File: config.mk
export PLATFORM = sky130hd
export DESIGN_NAME = tlb_lfu_page_translate
export DESIGN_NICKNAME = d
export VERILOG_FILES = /design/src/rtl/tlbl_pkg.sv /design/src/rtl/tlb_lfu_page_translate.sv
export VERILOG_INCLUDE_DIRS = /design/src /design/src/rtl
export SDC_FILE = /design/constraint.sdc
export NUM_CORES = 2
export LEC_CHECK = 0
export ABC_CLOCK_PERIOD_IN_PS = 8400
export BUFFER_PORTS_ARGS = -buffer_cell sky130_fd_sc_hd__buf_2
export CAP_MARGIN = 20
export CORE_MARGIN = 2
export CORE_UTILIZATION = 55
export DETAILED_ROUTE_END_ITERATION = 10
export PLACE_DENSITY_LB_ADDON = 0.12
export SYNTH_ARGS = -nofsm -noshare
export SYNTH_HDL_FRONTEND = slang
export SYNTH_SLANG_ARGS = --single-unit
File: constraint.sdc
create_clock -name clk -period 8.4 [get_ports clk]
set_clock_uncertainty 0.1 [all_clocks]
set_input_delay 0.42 -clock clk [delete_from_list [all_inputs] [get_ports clk]]
set_output_delay 0.42 -clock clk [all_outputs]
set_load 0.01 [all_outputs]
File: src/rtl/tlb_lfu_page_translate_assert.svh
// Assertion macros shared by the translation block.
`ifndef TLB_LFU_PAGE_TRANSLATE_ASSERT_SVH
`define TLB_LFU_PAGE_TRANSLATE_ASSERT_SVH

// Same-cycle implication, sampled on clk, off during rst.
`define TLBL_ASSERT_NOW(label, ante, cons) \
  label: assert property (@(posedge clk) disable iff (rst) (ante) |-> (cons)) \
    else $error("tlbl assertion failed");

// Next-cycle implication, sampled on clk, off during rst.
`define TLBL_ASSERT_NEXT(label, ante, cons) \
  label: assert property (@(posedge clk) disable iff (rst) (ante) |=> (cons)) \
    else $error("tlbl assertion failed");

`endif

File: src/rtl/tlbl_pkg.sv
// Package: types, command codes and helpers for the TLB / page table translator.
`timescale 1ns / 1ps
`default_nettype none

package tlbl_pkg;

  localparam int TLB_ENTRIES_DEF = 4;
  localparam int PT_ENTRIES_DEF  = 16;
  localparam int OFFSET_BITS_DEF = 12;

  localparam int ADDR_W  = 32;
  localparam int PAGE_W  = 20;
  localparam int COUNT_W = 16;
  localparam int SLOT_W  = 4;
  localparam int CMD_W   = 2;
  localparam int SLOT_SPAN = 2 ** SLOT_W;

  localparam logic [CMD_W-1:0] CMD_TRANSLATE = 2'd0;
  localparam logic [CMD_W-1:0] CMD_LOAD_PT   = 2'd1;
  localparam logic [CMD_W-1:0] CMD_LOAD_TLB  = 2'd2;

  localparam logic [COUNT_W-1:0] COUNT_MAX = {COUNT_W{1'b1}};

  typedef struct packed {
    logic [PAGE_W-1:0]  vpn;
    logic [PAGE_W-1:0]  ppn;
    logic [COUNT_W-1:0] uses;
  } pt_entry_t;

  function automatic logic [COUNT_W-1:0] sat_inc(input logic [COUNT_W-1:0] c);
    sat_inc = (c == COUNT_MAX) ? c : c + 1'b1;
  endfunction

endpackage

`default_nettype wire

File: src/rtl/tlb_lfu_page_translate.sv
// Top level: TLB with least-frequently-used refill in front of a linearly walked page table.
//
//   channel | direction | handshake            | payload
//   --------+-----------+----------------------+-------------------------------------------
//   in      | input     | in_valid / in_ready  | cmd, vaddr, slot, entry_vpn/ppn/count
//   out     | output    | out_valid / out_ready| ok, paddr, tlb_hit
//
// Loads are written as they are accepted. A translate on a TLB hit passes accept,
// parallel tag compare and result; on a miss it walks k page table entries through
// the single read port, one per cycle (k at most min(PT_ENTRIES,16)), then refills
// the TLB on a page table hit or returns a miss when no entry matches.
// The refill waits on the victim scan, one TLB slot per cycle, when TLB_ENTRIES
// exceeds k + 1. Reset clears all valid bits at once; no clearing pass.
// A finished result sits in the output register; loads are still taken meanwhile,
// and a later translate holds its result until the output register frees up.
`timescale 1ns / 1ps
`default_nettype none

`include "tlb_lfu_page_translate_assert.svh"

module tlb_lfu_page_translate
  import tlbl_pkg::*;
#(
  parameter int TLB_ENTRIES = TLB_ENTRIES_DEF,
  parameter int PT_ENTRIES  = PT_ENTRIES_DEF,
  parameter int OFFSET_BITS = OFFSET_BITS_DEF
) (
  input  wire                 clk,
  input  wire                 rst,
  input  wire                 in_valid,
  output logic                in_ready,
  input  wire  [CMD_W-1:0]    cmd,
  input  wire  [ADDR_W-1:0]   vaddr,
  input  wire  [SLOT_W-1:0]   slot,
  input  wire  [PAGE_W-1:0]   entry_vpn,
  input  wire  [PAGE_W-1:0]   entry_ppn,
  input  wire  [COUNT_W-1:0]  entry_count,
  output logic                out_valid,
  input  wire                 out_ready,
  output logic                ok,
  output logic [ADDR_W-1:0]   paddr,
  output logic                tlb_hit
);

  // only slots reachable by the 4-bit load index are ever stored
  localparam int PT_DEPTH = (PT_ENTRIES < SLOT_SPAN) ? PT_ENTRIES : SLOT_SPAN;
  localparam int PT_IW    = (PT_DEPTH > 1) ? $clog2(PT_DEPTH) : 1;
  localparam int TLB_IW   = (TLB_ENTRIES > 1) ? $clog2(TLB_ENTRIES) : 1;
  localparam int VPN_W    = ADDR_W - OFFSET_BITS;
  localparam int CMP_W    = (VPN_W > PAGE_W) ? VPN_W : PAGE_W;
  localparam int PA_W     = PAGE_W + OFFSET_BITS;

  localparam logic [2:0] ST_IDLE   = 3'd0;
  localparam logic [2:0] ST_LOOKUP = 3'd1;
  localparam logic [2:0] ST_WALK   = 3'd2;
  localparam logic [2:0] ST_FILL   = 3'd3;
  localparam logic [2:0] ST_DONE   = 3'd4;

  logic [2:0] state;

  logic [PAGE_W-1:0]  tlb_vpn  [TLB_ENTRIES];
  logic [PAGE_W-1:0]  tlb_ppn  [TLB_ENTRIES];
  logic [COUNT_W-1:0] tlb_uses [TLB_ENTRIES];
  logic [TLB_ENTRIES-1:0] tlb_valid;

  pt_entry_t          pt_mem [PT_DEPTH];
  pt_entry_t          pt_rd;
  pt_entry_t          match_q;
  logic [PT_DEPTH-1:0] pt_valid;
  logic [PT_IW-1:0]   walk_idx;
  logic [PT_IW-1:0]   cmp_idx;

  logic [VPN_W-1:0]       vpn_q;
  logic [OFFSET_BITS-1:0] off_q;

  logic [TLB_IW-1:0]  vic_idx;
  logic [TLB_IW-1:0]  best_idx;
  logic [COUNT_W-1:0] best_cnt;
  logic               vic_done;

  logic              res_ok;
  logic [ADDR_W-1:0] res_paddr;
  logic              res_hit;

  logic               in_fire;
  logic               slot_in_pt;
  logic               slot_in_tlb;
  logic               pt_we;
  logic               hit_any;
  logic [TLB_IW-1:0]  hit_idx;
  logic               pt_match;
  logic               pt_last;
  logic               walk_last;
  logic               vic_last;
  logic [COUNT_W-1:0] vic_cnt;
  logic               scan_active;
  logic               out_free;

  function automatic logic [ADDR_W-1:0] make_paddr(input logic [PAGE_W-1:0] ppn,
                                                   input logic [OFFSET_BITS-1:0] off);
    logic [PA_W-1:0] cat;
    cat = {ppn, off};
    make_paddr = ADDR_W'(cat);
  endfunction

  assign in_ready    = (state == ST_IDLE);
  assign in_fire     = in_valid && in_ready;
  assign slot_in_pt  = ({1'b0, slot} < (SLOT_W+1)'(PT_DEPTH));
  assign slot_in_tlb = ({1'b0, slot} < (SLOT_W+1)'(TLB_ENTRIES));
  assign pt_we       = in_fire && (cmd == CMD_LOAD_PT) && slot_in_pt;
  assign out_free    = !out_valid || out_ready;

  // parallel tag compare; lowest matching slot wins
  always_comb begin
    hit_any = 1'b0;
    hit_idx = '0;
    for (int i = TLB_ENTRIES - 1; i >= 0; i--) begin
      if (tlb_valid[i] && (CMP_W'(tlb_vpn[i]) == CMP_W'(vpn_q))) begin
        hit_any = 1'b1;
        hit_idx = TLB_IW'(i);
      end
    end
  end

  assign pt_match    = pt_valid[cmp_idx] && (CMP_W'(pt_rd.vpn) == CMP_W'(vpn_q));
  assign pt_last     = (cmp_idx == PT_IW'(PT_DEPTH - 1));
  assign walk_last   = (walk_idx == PT_IW'(PT_DEPTH - 1));
  assign vic_last    = (vic_idx == TLB_IW'(TLB_ENTRIES - 1));
  assign vic_cnt     = tlb_valid[vic_idx] ? tlb_uses[vic_idx] : '0;
  assign scan_active = (state == ST_LOOKUP) || (state == ST_WALK) || (state == ST_FILL);

  // page table storage, registered read; cmp_idx tags the data in pt_rd
  always_ff @(posedge clk) begin
    if (pt_we) begin
      pt_mem[slot[PT_IW-1:0]] <= '{vpn: entry_vpn, ppn: entry_ppn, uses: entry_count};
    end
    pt_rd   <= pt_mem[walk_idx];
    cmp_idx <= walk_idx;
  end

  always_ff @(posedge clk) begin
    if (rst) begin
      state     <= ST_IDLE;
      tlb_valid <= '0;
      pt_valid  <= '0;
      out_valid <= 1'b0;
      vic_done  <= 1'b0;
    end else begin
      // the done state reloads the output register itself
      if (out_valid && out_ready && (state != ST_DONE)) begin
        out_valid <= 1'b0;
      end

      // victim scan runs alongside lookup, walk and fill, one slot per cycle
      if (scan_active && !vic_done) begin
        if ((vic_idx == '0) || (vic_cnt < best_cnt)) begin
          best_idx <= vic_idx;
          best_cnt <= vic_cnt;
        end
        if (vic_last) begin
          vic_done <= 1'b1;
        end else begin
          vic_idx <= vic_idx + 1'b1;
        end
      end

      unique case (state)
        ST_IDLE: begin
          if (in_valid) begin
            case (cmd)
              CMD_TRANSLATE: begin
                vpn_q    <= vaddr[ADDR_W-1:OFFSET_BITS];
                off_q    <= vaddr[OFFSET_BITS-1:0];
                walk_idx <= '0;
                vic_idx  <= '0;
                vic_done <= 1'b0;
                state    <= ST_LOOKUP;
              end
              CMD_LOAD_PT: begin
                if (slot_in_pt) begin
                  pt_valid[slot[PT_IW-1:0]] <= 1'b1;
                end
              end
              CMD_LOAD_TLB: begin
                if (slot_in_tlb) begin
                  tlb_vpn[slot[TLB_IW-1:0]]   <= entry_vpn;
                  tlb_ppn[slot[TLB_IW-1:0]]   <= entry_ppn;
                  tlb_uses[slot[TLB_IW-1:0]]  <= entry_count;
                  tlb_valid[slot[TLB_IW-1:0]] <= 1'b1;
                end
              end
              default: begin
              end
            endcase
          end
        end
        ST_LOOKUP: begin
          if (hit_any) begin
            for (int i = 0; i < TLB_ENTRIES; i++) begin
              if (hit_idx == TLB_IW'(i)) begin
                tlb_uses[i] <= sat_inc(tlb_uses[i]);
              end
            end
            res_ok    <= 1'b1;
            res_paddr <= make_paddr(tlb_ppn[hit_idx], off_q);
            res_hit   <= 1'b1;
            state     <= ST_DONE;
          end else begin
            if (!walk_last) begin
              walk_idx <= walk_idx + 1'b1;
            end
            state <= ST_WALK;
          end
        end
        ST_WALK: begin
          if (pt_match) begin
            match_q <= pt_rd;
            state   <= ST_FILL;
          end else if (pt_last) begin
            res_ok    <= 1'b0;
            res_paddr <= '0;
            res_hit   <= 1'b0;
            state     <= ST_DONE;
          end else if (!walk_last) begin
            walk_idx <= walk_idx + 1'b1;
          end
        end
        ST_FILL: begin
          if (vic_done) begin
            tlb_vpn[best_idx]   <= match_q.vpn;
            tlb_ppn[best_idx]   <= match_q.ppn;
            tlb_uses[best_idx]  <= sat_inc(match_q.uses);
            tlb_valid[best_idx] <= 1'b1;
            res_ok    <= 1'b1;
            res_paddr <= make_paddr(match_q.ppn, off_q);
            res_hit   <= 1'b0;
            state     <= ST_DONE;
          end
        end
        ST_DONE: begin
          if (out_free) begin
            ok        <= res_ok;
            paddr     <= res_paddr;
            tlb_hit   <= res_hit;
            out_valid <= 1'b1;
            state     <= ST_IDLE;
          end
        end
        default: begin
          state <= ST_IDLE;
        end
      endcase
    end
  end

  `TLBL_ASSERT_NOW(a_hit_is_ok, out_valid && tlb_hit, ok)
  `TLBL_ASSERT_NOW(a_miss_zero_paddr, out_valid && !ok, paddr == '0)
  `TLBL_ASSERT_NEXT(a_fill_sets_valid, (state == ST_FILL) && vic_done,
                    tlb_valid[$past(best_idx)])
  `TLBL_ASSERT_NEXT(a_done_delivers, (state == ST_DONE) && out_free,
                    out_valid && (ok == $past(res_ok)))

endmodule

`default_nettype wire

# ---- Yosys cells after proc, flatten, opt, wreduce, memory -nomap -nowiden
# Memory sizes are Yosys's and may differ from the RTL's. A register that Yosys moved wholly into a read port is not among the register bits.
# Index checks and enable logic that the tools add are counted.
dict set report classes {
  addsub 7
  n_lt_le_gt_ge 10
  eq_ne 35
  mux 123
  bitwise_logic 4
  n_reduce_logical 42
}
# op count
set op_table {}
lappend op_table {{$mux 16} 11}
lappend op_table {{$mux 32} 4}
lappend op_table {{$eq 20x20->1} 5}
lappend op_table {{$pmux 32 s3} 1}
lappend op_table {{$add 16x1->16 const B} 5}
lappend op_table {{$eq 16x16->1 const B} 5}
lappend op_table {{$reduce_or 16->1} 5}
lappend op_table {{$mux 1} 61}
lappend op_table {{$mux 20} 2}
lappend op_table {{$mux 4} 10}
lappend op_table {{$reduce_or 20->1} 2}
lappend op_table {{$mux 2} 17}
lappend op_table {{$mux 3} 7}
lappend op_table {{$lt 16x16->1} 1}
lappend op_table {{$ne 2x2->1 const B} 8}
lappend op_table {{$or 16x16->16} 1}
lappend op_table {{$pmux 3 s5} 1}
lappend op_table {{$logic_and 1x1->1} 13}
lappend op_table {{$pmux 4 s3} 1}
lappend op_table {{$reduce_and 3->1} 4}
lappend op_table {{$lt 4x5->1 const B} 2}
lappend op_table {{$reduce_and 5->1} 2}
lappend op_table {{$lt 2x3->1 const B} 3}
lappend op_table {{$eq 2x2->1 const B} 4}
lappend op_table {{other kinds (29)} 46}
dict set report word_totals {
  register_bits 209
  ram_bits 1120
  inputBits 98
  out_inout_bits 36
  elab_cells 246
  memories 4
}
# name depth width read_ports rd_ports_with_merged_regs write_ports line
set mem_list {}
lappend mem_list {pt_mem 16 56 1 1 1 tlb_lfu_page_translate.sv:66} ;# pt_entry_t pt_mem [PT_DEPTH];
lappend mem_list {tlb_ppn 4 20 1 0 1 tlb_lfu_page_translate.sv:62} ;# logic [PAGE_W-1:0] tlb_ppn [TLB_ENTRIES];
lappend mem_list {tlb_vpn 4 20 4 0 1 tlb_lfu_page_translate.sv:61} ;# logic [PAGE_W-1:0] tlb_vpn [TLB_ENTRIES];
lappend mem_list {tlb_uses 4 16 5 1 1 tlb_lfu_page_translate.sv:63} ;# logic [COUNT_W-1:0] tlb_uses [TLB_ENTRIES];

# ---- Longest topological paths before layout
# An unclocked memory read counts as a cell.
dict set report logic_depth {
  word_depth 19
  depth_mapped 12
  depth_no_buf 10
}

# ---- Worst setup path after synthesis
# Ideal clock, no wire load.
dict set report synth_path {
  path_type {register -> register}
  from {register state[0]}
  to {memory pt_mem[12][0] (netlist bit) (enable)}
  arrival_ns 5.432
  required_ns 7.759
  slack_ns 2.327
  path_stages_with_launch 6
  period_less_slack_ns 6.073
  path_cell_list {dfxtp_1 clkbuf_1 nor3_1 and4b_1 nand3_1 nor3_1}
}
dict set report synth_between {
  elab_chain_cells 5
}
# item line
set synth_rtl {}
lappend synth_rtl {{start: declaration} tlb_lfu_page_translate.sv:59} ;# logic [2:0] state;
lappend synth_rtl {{start signal: assignment} tlb_lfu_page_translate.sv:143} ;# state <= ST_IDLE;
lappend synth_rtl {{start signal: assignment} tlb_lfu_page_translate.sv:177} ;# state <= ST_LOOKUP;
lappend synth_rtl {{start signal: assignment} tlb_lfu_page_translate.sv:207} ;# state <= ST_DONE;
lappend synth_rtl {{$logic_not 3->1} tlb_lfu_page_translate.sv:106} ;# assign in_ready = (state == ST_IDLE);
lappend synth_rtl {{named net in_ready} tlb_lfu_page_translate.sv:31} ;# output logic in_ready,
lappend synth_rtl {{$logic_and 1x1->1} tlb_lfu_page_translate.sv:107} ;# assign in_fire = in_valid && in_ready;
lappend synth_rtl {{$logic_and 1x1->1} tlb_lfu_page_translate.sv:110} ;# assign pt_we = in_fire && (cmd == CMD_LOAD_PT) && slot_in_pt;
lappend synth_rtl {{$mux 1} tlb_lfu_page_translate.sv:134} ;# if (pt_we) begin
lappend synth_rtl {{$mux 1 (implied by the code)} tlb_lfu_page_translate.sv:135} ;# pt_mem[slot[PT_IW-1:0]] <= '{vpn: entry_vpn, ppn: entry_ppn, uses: entry_count};
lappend synth_rtl {{end: declaration} tlb_lfu_page_translate.sv:66}
# The timed path passes the listed nets, and every way through them passes these cells.

# ---- Worst setup path after layout
dict set report layout_path {
  from {register vpn_q[11]}
  to {memory tlb_uses[1][2], data pin}
}
dict set report layout_between {
  elab_chain_cells 18
}
# item line
set layout_rtl {}
lappend layout_rtl {{start: declaration} tlb_lfu_page_translate.sv:73} ;# logic [VPN_W-1:0] vpn_q;
lappend layout_rtl {{start signal: assignment} tlb_lfu_page_translate.sv:172} ;# vpn_q <= vaddr[ADDR_W-1:OFFSET_BITS];
lappend layout_rtl {{$eq 20x20->1} tlb_lfu_page_translate.sv:118} ;# if (tlb_valid[i] && (CMP_W'(tlb_vpn[i]) == CMP_W'(vpn_q))) begin
lappend layout_rtl {{$logic_and 1x1->1} tlb_lfu_page_translate.sv:118}
lappend layout_rtl {{$mux 2 (4 in series)} tlb_lfu_page_translate.sv:118}
lappend layout_rtl {{$logic_not 2->1} tlb_lfu_page_translate.sv:200} ;# if (hit_idx == TLB_IW'(i)) begin
lappend layout_rtl {{$mux 1} tlb_lfu_page_translate.sv:200}
lappend layout_rtl {{$mux 1} tlb_lfu_page_translate.sv:198} ;# if (hit_any) begin
lappend layout_rtl {{$mux 1} tlb_lfu_page_translate.sv:167} ;# unique case (state)
lappend layout_rtl {{$mux 1} tlb_lfu_page_translate.sv:142} ;# if (rst) begin
lappend layout_rtl {{$mux 1 (implied by the code)} tlb_lfu_page_translate.sv:201} ;# tlb_uses[i] <= sat_inc(tlb_uses[i]);
lappend layout_rtl {{$reduce_or 16->1 (no source line)} n/a}
lappend layout_rtl {{$mux 16 (no source line) (3 in series)} n/a}
lappend layout_rtl {{$mux 16 (no source line) (*) (2 in series)} n/a}
lappend layout_rtl {{end: declaration} tlb_lfu_page_translate.sv:63}
# Every way passes the cells marked *; elsewhere a longest branch is shown, timed or not.

==> results.md <==
- Status: finished clean
- Boundary Pins: 134
- Setup TNS: 0 ns
- GRT Residual Overflow: 0
- Fin. max-slew vios: 0
- Minimum clock period: 4.36 ns
- Layout cell share with drive strength beyond 1: 0.233
- Combinational Power Share: 0.144
- HPWL Detailed: 77500 µm
- Num Clock Sinks: 1387
- Actual slew at the worst max-slew pin: 1.23 ns
- Core ar.: 98100 µm²
- Final #Nets: 3267
- Worst reg2reg path endpoint: tlb_uses[1][2]$_DFFE_PP_
- Reg area: 40800 µm²
- Initial antenna violation count: 2
- Final worst path period share: 0.519
- Hold Violations, Final: 0
- # DRC: 0
- Synth cell types: 62
- Drt wl/cell: 29.2 µm
- Async SR Flop Fraction: 0
- Commonest non-fill, non-tap cell in the layout: edfxtp_1
- Max-slew headroom: 0.178
- First-pass GRT wire length: 196000 µm
- WHS Endpoint: pt_mem[0][2]$_DFFE_PP_
- Vias: 28.3k
- Crit path DAT: 4.71 ns
- Hold Path Cell Cnt: 1
- PD cells: 271 nW/µm²
- Final GP Congestion: 0.897
- Vias in the first global route: 29.1k
- Multi-input gate area: 13100 µm²
- Clock share of power: 0.371
- Setup repair after global routing missed its margin: no
- Vias per inst: 6.22
- Most frequent cells in the layout: edfxtp_1, mux4_2, nand2_1
- Crit start category: flop
- Synthesized cell area: 54400 µm²
- CTS buffer count: 141
- Switching power total: 4010 µW
- Non-Filler Instances: 4549
- Syn nets: 2979
- Sequential share of power: 0.485
- DIE WIDTH: 318 µm
- Number of flops mapped to enable cells by yosys: 1300
- Final wirelength: 133000 µm
- Final ANT Viol Nets: 0
- Critical path data required time: 8.75 ns
- Count of final setup violators: 0
- Hold_sp: entry_count[2]
- Seq/Total Area, Yosys: 0.750
- Max VDD drop: 0.000183 V
- FILL cells: 6756
- CP startpoint: vpn_q[11]$_DFFE_PP_
- Avg Cell Area, Syn: 19.0 µm²
- Worst reg2reg path startpoint: vpn_q[11]$_DFFE_PP_
- Kind of critical path: flop to flop
- CTS H-tree lvls: 4
- CTS tree: built
- Max_cap viols: 0
- Postcts setup bufs: 0
- Initial Util: 0.554
- R2R depth: 8
- DRT iter0 DRCs: 3210
- Row count: 115
- Worst-Skew Late Latency: 0.73 ns
- Dominant synthesized flop cell: edfxtp_1
- Chip height: 318 µm
- Largest net degree at the start of global routing: 120
- Port bufs: 133
- Global Route Usage Sum: 0.267
- Crit path max fanout: 22
- Longest Clk Path Bufs: 3
- Synth warnings: 0
- Total die area: 101000 µm²
- Post-synthesis register bit count: 1387
- Clk root buf: clkbuf_16
- Synth-to-Final Area Change: 14.7%
- Reg clk slew, reported paths: 0.06 ns
- Setup crit end kind: flop
- FMAX: 229 MHz
- Syn Inst Count: 2860
- Pleak: 0.0204 µW
- Sw Ratio: 0.238
- Drt first pass iters: 5
- Placed Cells: 4208
- Pint: 12900 µW
- Worst Hold Class: input pin to flop
- Reg-to-reg slack, setup: 4.04 ns
[routing by layer]
metal	up-vias	routed length [µm]	track usage
li1	12100	-	-
met1	14800	55900	0.387
met2	1160	63100	0.419
met3	203	10900	0.0557
met4	0	2760	0.0713
met5	-	0	0
[through the flow]
stage	utilization	instance area (µm²)	worst slack [ns]	hold WS (ns)	power [µW]
after CTS	0.636	62400	3.99	0.00176	17000
after detailed placement	0.579	56900	3.98	0.289	10800
final	0.636	62400	4.04	0.0426	16900
after global routing	0.636	62400	3.80	0.0330	17500
after floorplan	-	54400	2.33	0.246	9960
after global placement	0.579	56800	4.02	0.280	10700
[area by class of cell]
class | count | share of cell area
clock inverters | 51 | 0.00907
diodes | 1 | 0.0000401
clock buffers | 205 | 0.0658
well taps | 1287 | 0.0258
multi-input cells | 1294 | 0.210
repair buffers | 288 | 0.0333
flip-flops and latches | 1387 | 0.654
inverters | 36 | 0.00217
[cell usage after synthesis, types with 34 or more instances]
library cell,number,area [µm²]
a21oi_1,42,210
a31oi_1,43,269
and2_1,35,219
clkbuf_1,100,375
dfxtp_1,87,1740
edfxtp_1,1300,39000
inv_1,34,128
mux4_2,302,6800
nand2_1,236,886
nand3_1,46,230
nand4_1,35,219
nor2_1,95,357
xnor2_1,99,867
xor2_1,61,534
[repair_timing]
action                    in CTS  in global routing
hold endpoints to repair     825                  0
hold buffers                  84                  0
resized for setup              0                  0
[power groups by stage]
stage	Combinational (µW)	Sequential (µW)	Clock (µW)
after floorplan	1770	8180	0
after global placement	2400	8320	0
after detailed placement	2430	8330	0
after CTS	2470	8190	6360
after global routing	2610	8220	6640
final	2430	8190	6260
[flip-flops by register name, summed over array words and instances, names as in the netlist, 3 cells and up, named ones only]
register   count
paddr         32
tlb_valid      4
vpn_q         20
best_cnt      16
walk_idx       4
match_q       56
tlb_vpn       80
state          3
tlb_uses      64
off_q         12
res_paddr     32
tlb_ppn       80
pt_rd         56
cmp_idx        4
pt_mem       896
pt_valid      16
[worst max path at each step]
stage	end	slack, ns	depth (start not counted)
finish	tlb_uses[1][2]$_DFFE_PP_	4.04	8
global route	tlb_uses[1][2]$_DFFE_PP_	3.80	8
CTS	tlb_uses[1][2]$_DFFE_PP_	3.99	8
detailed placement	tlb_uses[1][2]$_DFFE_PP_	3.98	8
global placement	tlb_uses[1][2]$_DFFE_PP_	4.02	8
floorplan	pt_mem[12][0]$_DFFE_PP_	2.33	5
[worst max-delay path, cell delays in order, from the launching register on]
cell	delay (ns)
edfxtp_1	0.53
xor2_1	0.25
or4_1	0.54
nor4_1	0.60
o2111ai_1	0.30
buf_4	0.26
or2_1	0.55
o311ai_1	0.79
mux2i_1	0.16
[cells by family (layout without fill, tap and decap cells)]
kind of cell    after synthesis  after routing  share of synthesized area
flops                      1387           1387                      0.750
compound gates              220            220                     0.0268
simple gates                568            568                     0.0501
mux                         325            325                      0.129
other cells                   0              1                          0
fa+ha+maj                    21             21                    0.00483
xor+xnor                    160            160                     0.0258
buf+inv                     179            580                     0.0130
(Power assumes the default switching activity.)
